File: src/sv/mru8_pkg.sv
// Shared types, constants and the Mac OS Roman encode function.
// No dependencies; imported by every transcoder module.
package mru8_pkg;

  // Byte count codes of one queued word
  localparam logic [1:0] LEN_ONE   = 2'd1;
  localparam logic [1:0] LEN_TWO   = 2'd2;
  localparam logic [1:0] LEN_THREE = 2'd3;

  localparam int QDEPTH = 2;
  localparam int QPTR_W = (QDEPTH > 1) ? $clog2(QDEPTH) : 1;
  localparam int QCNT_W = $clog2(QDEPTH + 1);

  // Upper half of Mac OS Roman, code points
  localparam logic [15:0] ROMAN_MAP [128] = '{
    16'h00c4, 16'h00c5, 16'h00c7, 16'h00c9, 16'h00d1, 16'h00d6, 16'h00dc, 16'h00e1,
    16'h00e0, 16'h00e2, 16'h00e4, 16'h00e3, 16'h00e5, 16'h00e7, 16'h00e9, 16'h00e8,
    16'h00ea, 16'h00eb, 16'h00ed, 16'h00ec, 16'h00ee, 16'h00ef, 16'h00f1, 16'h00f3,
    16'h00f2, 16'h00f4, 16'h00f6, 16'h00f5, 16'h00fa, 16'h00f9, 16'h00fb, 16'h00fc,
    16'h2020, 16'h00b0, 16'h00a2, 16'h00a3, 16'h00a7, 16'h2022, 16'h00b6, 16'h00df,
    16'h00ae, 16'h00a9, 16'h2122, 16'h00b4, 16'h00a8, 16'h2260, 16'h00c6, 16'h00d8,
    16'h221e, 16'h00b1, 16'h2264, 16'h2265, 16'h00a5, 16'h00b5, 16'h2202, 16'h2211,
    16'h220f, 16'h03c0, 16'h222b, 16'h00aa, 16'h00ba, 16'h2126, 16'h00e6, 16'h00f8,
    16'h00bf, 16'h00a1, 16'h00ac, 16'h221a, 16'h0192, 16'h2248, 16'h2206, 16'h00ab,
    16'h00bb, 16'h2026, 16'h00a0, 16'h00c0, 16'h00c3, 16'h00d5, 16'h0152, 16'h0153,
    16'h2013, 16'h2014, 16'h201c, 16'h201d, 16'h2018, 16'h2019, 16'h00f7, 16'h25ca,
    16'h00ff, 16'h0178, 16'h2044, 16'h00a4, 16'h2039, 16'h203a, 16'hfb01, 16'hfb02,
    16'h2021, 16'h00b7, 16'h201a, 16'h201e, 16'h2030, 16'h00c2, 16'h00ca, 16'h00c1,
    16'h00cb, 16'h00c8, 16'h00cd, 16'h00ce, 16'h00cf, 16'h00cc, 16'h00d3, 16'h00d4,
    16'hf8ff, 16'h00d2, 16'h00da, 16'h00db, 16'h00d9, 16'h0131, 16'h02c6, 16'h02dc,
    16'h00af, 16'h02d8, 16'h02d9, 16'h02da, 16'h00b8, 16'h02dd, 16'h02db, 16'h02c7
  };

  // One classified character: its output bytes in order and their count
  typedef struct packed {
    logic [1:0]       nbytes;
    logic [2:0][7:0]  bytes;   // bytes[0] goes out first
    logic             eon;
  } mru8_word_t;

  // Queue status seen by the front
  typedef struct packed {
    logic full;
    logic empty;
  } mru8_qstat_t;

  function automatic mru8_word_t mru8_encode(input logic [7:0] b, input logic raw,
                                              input logic eon);
    logic [15:0] cp;
    mru8_word_t  w;
    cp = b[7] ? ROMAN_MAP[b[6:0]] : {8'h00, b};
    w.eon   = eon;
    w.bytes = '0;
    if (raw) begin
      w.nbytes   = LEN_ONE;
      w.bytes[0] = b;
    end else if (cp < 16'h0080) begin
      w.nbytes   = LEN_ONE;
      w.bytes[0] = cp[7:0];
    end else if (cp < 16'h0800) begin
      w.nbytes   = LEN_TWO;
      w.bytes[0] = {3'b110, cp[10:6]};
      w.bytes[1] = {2'b10, cp[5:0]};
    end else begin
      w.nbytes   = LEN_THREE;
      w.bytes[0] = {4'b1110, cp[15:12]};
      w.bytes[1] = {2'b10, cp[11:6]};
      w.bytes[2] = {2'b10, cp[5:0]};
    end
    return w;
  endfunction

endpackage

File: src/sv/mru8_front.sv
// Front end: takes input words and the raw-mode register, classifies each
// byte into a UTF-8 run, or a single raw byte in raw mode. Depends on mru8_pkg.
module mru8_front import mru8_pkg::*; (
  input  logic        clk,
  input  logic        rst_n,
  input  logic        in_valid,
  output logic        in_ready,
  input  logic [7:0]  in_name_byte,
  input  logic        in_end_of_name,
  input  logic        cfg_valid,
  output logic        cfg_ready,
  input  logic        cfg_raw_mode,
  input  mru8_qstat_t qstat,
  output logic        push,
  output mru8_word_t  push_word
);

  logic raw_mode_r, raw_mode_nxt;

  assign cfg_ready    = 1'b1;
  assign raw_mode_nxt = (cfg_valid && cfg_ready) ? cfg_raw_mode : raw_mode_r;

  always_ff @(posedge clk) begin
    if (!rst_n) begin
      raw_mode_r <= 1'b0;
    end else begin
      raw_mode_r <= raw_mode_nxt;
    end
  end

  assign in_ready  = !qstat.full;
  assign push      = in_valid && in_ready;
  assign push_word = mru8_encode(in_name_byte, raw_mode_r, in_end_of_name);

endmodule

File: src/sv/mru8_queue.sv
// Short word queue between front and back ends.
// Depends on mru8_pkg.
module mru8_queue import mru8_pkg::*; (
  input  logic        clk,
  input  logic        rst_n,
  input  logic        push,
  input  mru8_word_t  push_word,
  input  logic        pop,
  output mru8_word_t  head_word,
  output mru8_qstat_t qstat
);

  mru8_word_t          mem_r [QDEPTH];
  logic [QPTR_W-1:0]   wr_ptr_r, wr_ptr_nxt;
  logic [QPTR_W-1:0]   rd_ptr_r, rd_ptr_nxt;
  logic [QCNT_W-1:0]   cnt_r, cnt_nxt;
  logic                do_push, do_pop;

  assign qstat.full  = (cnt_r == QCNT_W'(QDEPTH));
  assign qstat.empty = (cnt_r == '0);
  assign do_push     = push && !qstat.full;
  assign do_pop      = pop && !qstat.empty;
  assign head_word   = mem_r[rd_ptr_r];

  always_comb begin
    wr_ptr_nxt = wr_ptr_r;
    rd_ptr_nxt = rd_ptr_r;
    cnt_nxt    = cnt_r;
    if (do_push) begin
      wr_ptr_nxt = (wr_ptr_r == QPTR_W'(QDEPTH - 1)) ? '0 : wr_ptr_r + 1'b1;
    end
    if (do_pop) begin
      rd_ptr_nxt = (rd_ptr_r == QPTR_W'(QDEPTH - 1)) ? '0 : rd_ptr_r + 1'b1;
    end
    if (do_push && !do_pop) begin
      cnt_nxt = cnt_r + 1'b1;
    end else if (do_pop && !do_push) begin
      cnt_nxt = cnt_r - 1'b1;
    end
  end

  always_ff @(posedge clk) begin
    if (!rst_n) begin
      wr_ptr_r <= '0;
      rd_ptr_r <= '0;
      cnt_r    <= '0;
    end else begin
      wr_ptr_r <= wr_ptr_nxt;
      rd_ptr_r <= rd_ptr_nxt;
      cnt_r    <= cnt_nxt;
    end
  end

  always_ff @(posedge clk) begin
    if (do_push) begin
      mem_r[wr_ptr_r] <= push_word;
    end
  end

endmodule

File: src/sv/mru8_back.sv
// Back end: walks the head word byte by byte into the output register.
// Depends on mru8_pkg.
module mru8_back import mru8_pkg::*; (
  input  logic        clk,
  input  logic        rst_n,
  input  mru8_word_t  head_word,
  input  mru8_qstat_t qstat,
  output logic        pop,
  output logic        out_valid,
  input  logic        out_ready,
  output logic [7:0]  out_byte,
  output logic        out_last_of_char,
  output logic        out_name_done
);

  logic       valid_r, valid_nxt;
  logic [1:0] idx_r, idx_nxt;
  logic [7:0] byte_r, byte_nxt;
  logic       last_r, last_nxt;
  logic       done_r, done_nxt;
  logic       load;
  logic       is_last;
  logic [7:0] sel_byte;

  assign load    = !qstat.empty && (!valid_r || out_ready);
  assign is_last = (idx_r == head_word.nbytes - 2'd1);
  assign pop     = load && is_last;

  always_comb begin
    unique case (idx_r)
      2'd0:    sel_byte = head_word.bytes[0];
      2'd1:    sel_byte = head_word.bytes[1];
      2'd2:    sel_byte = head_word.bytes[2];
      default: sel_byte = head_word.bytes[0];
    endcase
  end

  always_comb begin
    valid_nxt = valid_r;
    idx_nxt   = idx_r;
    byte_nxt  = byte_r;
    last_nxt  = last_r;
    done_nxt  = done_r;
    if (load) begin
      valid_nxt = 1'b1;
      byte_nxt  = sel_byte;
      last_nxt  = is_last;
      done_nxt  = is_last && head_word.eon;
      idx_nxt   = is_last ? 2'd0 : idx_r + 2'd1;
    end else if (out_ready) begin
      valid_nxt = 1'b0;
    end
  end

  always_ff @(posedge clk) begin
    if (!rst_n) begin
      valid_r <= 1'b0;
      idx_r   <= 2'd0;
    end else begin
      valid_r <= valid_nxt;
      idx_r   <= idx_nxt;
    end
  end

  always_ff @(posedge clk) begin
    byte_r <= byte_nxt;
    last_r <= last_nxt;
    done_r <= done_nxt;
  end

  assign out_valid        = valid_r;
  assign out_byte         = byte_r;
  assign out_last_of_char = last_r;
  assign out_name_done    = done_r;

endmodule

File: src/sv/macroman_to_utf8_transcoder_top.sv
// Mac OS Roman to UTF-8 transcoder, top level.
// Depends on mru8_pkg, mru8_front, mru8_queue, mru8_back.
//
// Usage:
//   Input channel (in_valid/in_ready) carries one Mac OS Roman byte per word
//   plus an end-of-name flag. Output channel (out_valid/out_ready) carries
//   one UTF-8 byte per word, flagged with out_last_of_char on the last byte
//   of each character and out_name_done on the last byte of the name.
//   cfg_valid/cfg_ready writes raw mode (cfg_raw_mode); write it only while
//   the block is idle. Raw mode echoes each byte as a single word.
// Path: an input word is written into the queue when taken, and its first
//   output byte is then loaded from the queue head into the output register.
// Throughput: one output byte per cycle while the receiver holds out_ready
//   high, set by the byte-wide output register; a character is 1, 2 or 3
//   bytes (3 for code points at or above U+0800). The input side keeps taking
//   words while the two-entry queue has room.
// Reset (rst_n low, synchronous): queue empty, output invalid, raw mode off.
// Receiver stall: the output word holds; the queue fills, then in_ready
//   drops until the back end drains an entry.
module macroman_to_utf8_transcoder_top import mru8_pkg::*; (
  input  logic       clk,
  input  logic       rst_n,
  input  logic       in_valid,
  output logic       in_ready,
  input  logic [7:0] in_name_byte,
  input  logic       in_end_of_name,
  output logic       out_valid,
  input  logic       out_ready,
  output logic [7:0] out_byte,
  output logic       out_last_of_char,
  output logic       out_name_done,
  input  logic       cfg_valid,
  output logic       cfg_ready,
  input  logic       cfg_raw_mode
);

  // front -> queue
  logic        push;
  mru8_word_t  push_word;
  // queue -> back
  logic        pop;
  mru8_word_t  head_word;
  mru8_qstat_t qstat;

  // Classify: table lookup and UTF-8 split happen as the word is taken
  mru8_front u_front (
    .clk            (clk),
    .rst_n          (rst_n),
    .in_valid       (in_valid),
    .in_ready       (in_ready),
    .in_name_byte   (in_name_byte),
    .in_end_of_name (in_end_of_name),
    .cfg_valid      (cfg_valid),
    .cfg_ready      (cfg_ready),
    .cfg_raw_mode   (cfg_raw_mode),
    .qstat          (qstat),
    .push           (push),
    .push_word      (push_word)
  );

  // Decouples input acceptance from multi-byte output
  mru8_queue u_queue (
    .clk       (clk),
    .rst_n     (rst_n),
    .push      (push),
    .push_word (push_word),
    .pop       (pop),
    .head_word (head_word),
    .qstat     (qstat)
  );

  // Serialize: one byte per cycle unless the output stalls, pops on the last byte of a character
  mru8_back u_back (
    .clk              (clk),
    .rst_n            (rst_n),
    .head_word        (head_word),
    .qstat            (qstat),
    .pop              (pop),
    .out_valid        (out_valid),
    .out_ready        (out_ready),
    .out_byte         (out_byte),
    .out_last_of_char (out_last_of_char),
    .out_name_done    (out_name_done)
  );

endmodule

File: config.mk
export PLATFORM = sky130hd
export DESIGN_NAME = macroman_to_utf8_transcoder_top
export DESIGN_NICKNAME = d
export VERILOG_FILES = /design/src/sv/mru8_pkg.sv /design/src/sv/mru8_front.sv /design/src/sv/mru8_queue.sv /design/src/sv/mru8_back.sv /design/src/sv/macroman_to_utf8_transcoder_top.sv
export SDC_FILE = /design/constraint.sdc
export NUM_CORES = 1
export LEC_CHECK = 0
export BUFFER_PORTS_ARGS = -buffer_cell sky130_fd_sc_hd__buf_2
export CAP_MARGIN = 20
export CORE_UTILIZATION = 50
export DETAILED_ROUTE_END_ITERATION = 12
export PLACE_DENSITY = 0.67
export SLEW_MARGIN = 20
export SYNTH_ARGS = -nofsm -noshare
export SYNTH_HDL_FRONTEND = slang
export SYNTH_SLANG_ARGS = --single-unit
File: constraint.sdc
create_clock -name clk -period 8 [get_ports clk]
set_clock_uncertainty 0.05 [all_clocks]
set_input_delay 1.6 -clock clk [delete_from_list [all_inputs] [get_ports clk]]
set_output_delay 1.6 -clock clk [all_outputs]
set_load 0.005 [all_outputs]
==> impl_metrics.env <==
export IMPL_max_clock_freq_mhz=202
export IMPL_cts_path_max_buffers=2
export IMPL_period_share_pct=61.8
export IMPL_numPortBuffers=26
export IMPL_max_slew_margin_pct=50.9
export IMPL_avgSynthCellArea_sq_um=9.36
export IMPL_via_count=4331
export IMPL_post_dp_cell_area_sq_mm=0.00509
export IMPL_fillers=905
export IMPL_grt_antenna_before_repair=0
export IMPL_cts_root_buf="clkbuf_8"
export IMPL_cts_htree_levels=3
export IMPL_drc=0
export IMPL_setup_slack_ns=3.06
export IMPL_ys_ff_latch=67
export IMPL_yosysMostFrequentCell="edfxtp_1"
export IMPL_grt_pass1_vias=3893
export IMPL_netlist_area_sq_mm=0.00499
export IMPL_via_per_inst=6.47
export IMPL_hpwl_um=9480
export IMPL_grt_overflow_total=0
export IMPL_detail_route_iter0_violations=571
export IMPL_synth_area_leaders="edfxtp_1 35%, mux2i_1 4.2%, mux2_2 4.1%, ha_1 4.0%, a21oi_1 3.6%"
export IMPL_die_w_um=102
export IMPL_min_delay_path_class="reg -> reg"
export IMPL_cp_start_kind="input pin"
export IMPL_initial_core_util_pct=51.3
export IMPL_r2r_end="u_queue.cnt_r[1]$_SDFFE_PN0P_"
export IMPL_chipHeight_um=102
export IMPL_wl_um=13900
export IMPL_synth_ff_type="edfxtp_1"
export IMPL_yosysTopAreaCell="edfxtp_1"
export IMPL_synthToLayoutAreaGrowth_pct=6.12
export IMPL_grt_first_pass_wirelength_um=21200
export IMPL_setup_viol=0
export IMPL_cts_resized=0
export IMPL_power_density_mw_per_mm2=240
export IMPL_finalHoldViolCount=0
export IMPL_r2r_slack_ns=5.25
export IMPL_holdCritStartpoint="u_back.idx_r[1]$_SDFFE_PN0P_"
export IMPL_ys_types=75
export IMPL_seqCellArea_sq_mm=0.00192
export IMPL_core_sq_mm=0.00973
export IMPL_synth_edf_count=58
export IMPL_drive_gt1_share_pct=15.9
export IMPL_leakagePower_nw=1.88
export IMPL_path_clk_slew_ns=0.07
export IMPL_hold_end="u_back.idx_r[1]$_SDFFE_PN0P_"
export IMPL_fin_crit_ns=4.94
export IMPL_die_area_sq_mm=0.0104
export IMPL_end_kind="register"
export IMPL_seq_area_frac_synth_pct=38.5
export IMPL_clock_latency_ns=0.35
export IMPL_final_antenna_net_count=0
export IMPL_ir_worst_vdd_v=0.000203
export IMPL_syn_inst=533
export IMPL_cts_setup_buffers=0
export IMPL_grt_max_degree=78
export IMPL_cts_hold_buf=0
export IMPL_wl_per_cell_um=20.8
export IMPL_arrival_ns=5.04
export IMPL_worstPathMaxFanout=28
export IMPL_synth_yosys_warnings=0
export IMPL_globalplace_congestion=1.05
export IMPL_final_area_sq_mm=0.00529
export IMPL_dpl_cell_count=653
export IMPL_reg2reg_depth=9
export IMPL_synth_common_cells="58 x edfxtp_1, 47 x nand2_1, 36 x a21oi_1, 36 x nor2_1, 28 x o21ai_0"
export IMPL_multiInputGateArea_sq_mm=0.00275
export IMPL_ioPinCount=28
export IMPL_synth_top_cell_area_share_pct=34.9
export IMPL_grt_use_total_pct=27.6
export IMPL_async_reset_ff_share_pct=0
export IMPL_drv_slew=0
export IMPL_total_power_mw=1.27
export IMPL_numCtsBuffers=9
export IMPL_rsz0062_at_grt="false"
export IMPL_fin_nets=562
export IMPL_outcome="finished clean"
export IMPL_holdPathStages=2
export IMPL_path_class="in -> reg"
export IMPL_drv_cap=0
export IMPL_first_pass_iters=7
export IMPL_fin_setup_tns_ns=0
export IMPL_antenna_cells=0
export IMPL_cts_tree="yes"
export IMPL_clock_sinks=67
export IMPL_place_ws_ns=2.81
export IMPL_worst_pin_slew_ns=0.736
export IMPL_required_ns=8.10
export IMPL_rows=36
export IMPL_stdcell_count=669
export IMPL_synth_fp_nets=564
==> sequential cells by signal, summed over array words and instances (netlist names), named ones only <==
| register | count |
|---|---|
| u_queue.mem_r | 48 |
| u_back.out_byte | 8 |
| u_back.idx_r | 2 |
| u_queue.cnt_r | 2 |
| u_back.out_last_of_char | 1 |
| u_back.out_name_done | 1 |
| u_back.out_valid | 1 |
| u_front.raw_mode_r | 1 |
| u_queue.rd_ptr_r | 1 |
| u_queue.wr_ptr_r | 1 |
==> cells in the final DEF (no fill, tap or decap), drive strengths merged, types with 16 or more instances in the layout <==
master and count:
nor2 38, nand2 48, a21oi 36, edfxtp 58, nand2b 17, o21ai 29
nor2b 16, ha 16, inv 19, mux2 18, buf 33, mux2i 21
==> logic make-up (layout without fill, tap and decap cells) <==
logic type               Yosys count  after routing  share of synthesized area (%)
XOR/XNOR                           5              5                          0.878
buffers and inverters             66             69                           6.45
AO/OA/AOI/OAI                    170            170                           24.0
adder cells (fa/ha/maj)           16             16                           4.01
multiplexers                      41             41                           9.18
flip-flops                        67             67                           38.5
other                              1              1                         0.0752
AND/OR/NAND/NOR                  167            167                           16.9
==> metrics by stage <==
step / hold slack [ns] / utilization [%]
after global placement: 0.464 / 52.4
after CTS: 0.500 / 54.4
after floorplan: 0.441 / -
after detailed placement: 0.489 / 52.4
final: 0.494 / 54.4
after global routing: 0.542 / 54.4
==> metal layers <==
| metal | vias to the layer above | wire length [um] | GRT usage, % |
|---|---|---|---|
| met5 | - | 0 | 0 |
| met4 | 0 | 376 | 10.7 |
| met3 | 47 | 1420 | 8.07 |
| met2 | 274 | 6060 | 39.1 |
| met1 | 1999 | 6060 | 39.5 |
| li1 | 2011 | - | - |
==> how the worst max path moves through the flow <==
stage,startpoint,to,depth (start not counted)
after floorplan,in_name_byte[1],u_queue.mem_r[0][4]$_DFFE_PP_,10
after global placement,in_name_byte[1],u_queue.mem_r[0][11]$_DFFE_PP_,11
after detailed placement,in_name_byte[1],u_queue.mem_r[1][11]$_DFFE_PP_,11
after CTS,in_name_byte[1],u_queue.mem_r[1][11]$_DFFE_PP_,11
after global routing,in_name_byte[1],u_queue.mem_r[0][1]$_DFFE_PP_,11
final,in_name_byte[1],u_queue.mem_r[0][1]$_DFFE_PP_,11
==> critical path, stage by stage <==
cell and delay [ns]:
buf_2 0.43, inv_1 0.29, ha_1 0.70, mux2_2 0.27, o32ai_1 0.11, a311oi_1 0.53, a311oi_1 0.19, nor3_1 0.25
buf_4 0.21, o41ai_1 0.09, a311oi_1 0.35
==> layout make-up <==
type                       instances  area share (%)
inverter                          20            1.42
tap                              133            3.14
clock buffer                       9            2.34
multi-input combinational        400            51.9
timing repair buffer              33            3.45
sequential                        67            36.3
clock inverter                     7            1.44
==> report_power, final <==
part           internal (mW)  switching [mW]
sequential             0.497          0.0286
clock                  0.145           0.137
combinational          0.184           0.278
total                  0.826           0.443
No activity file was read; power rests on OpenSTA's default activity.
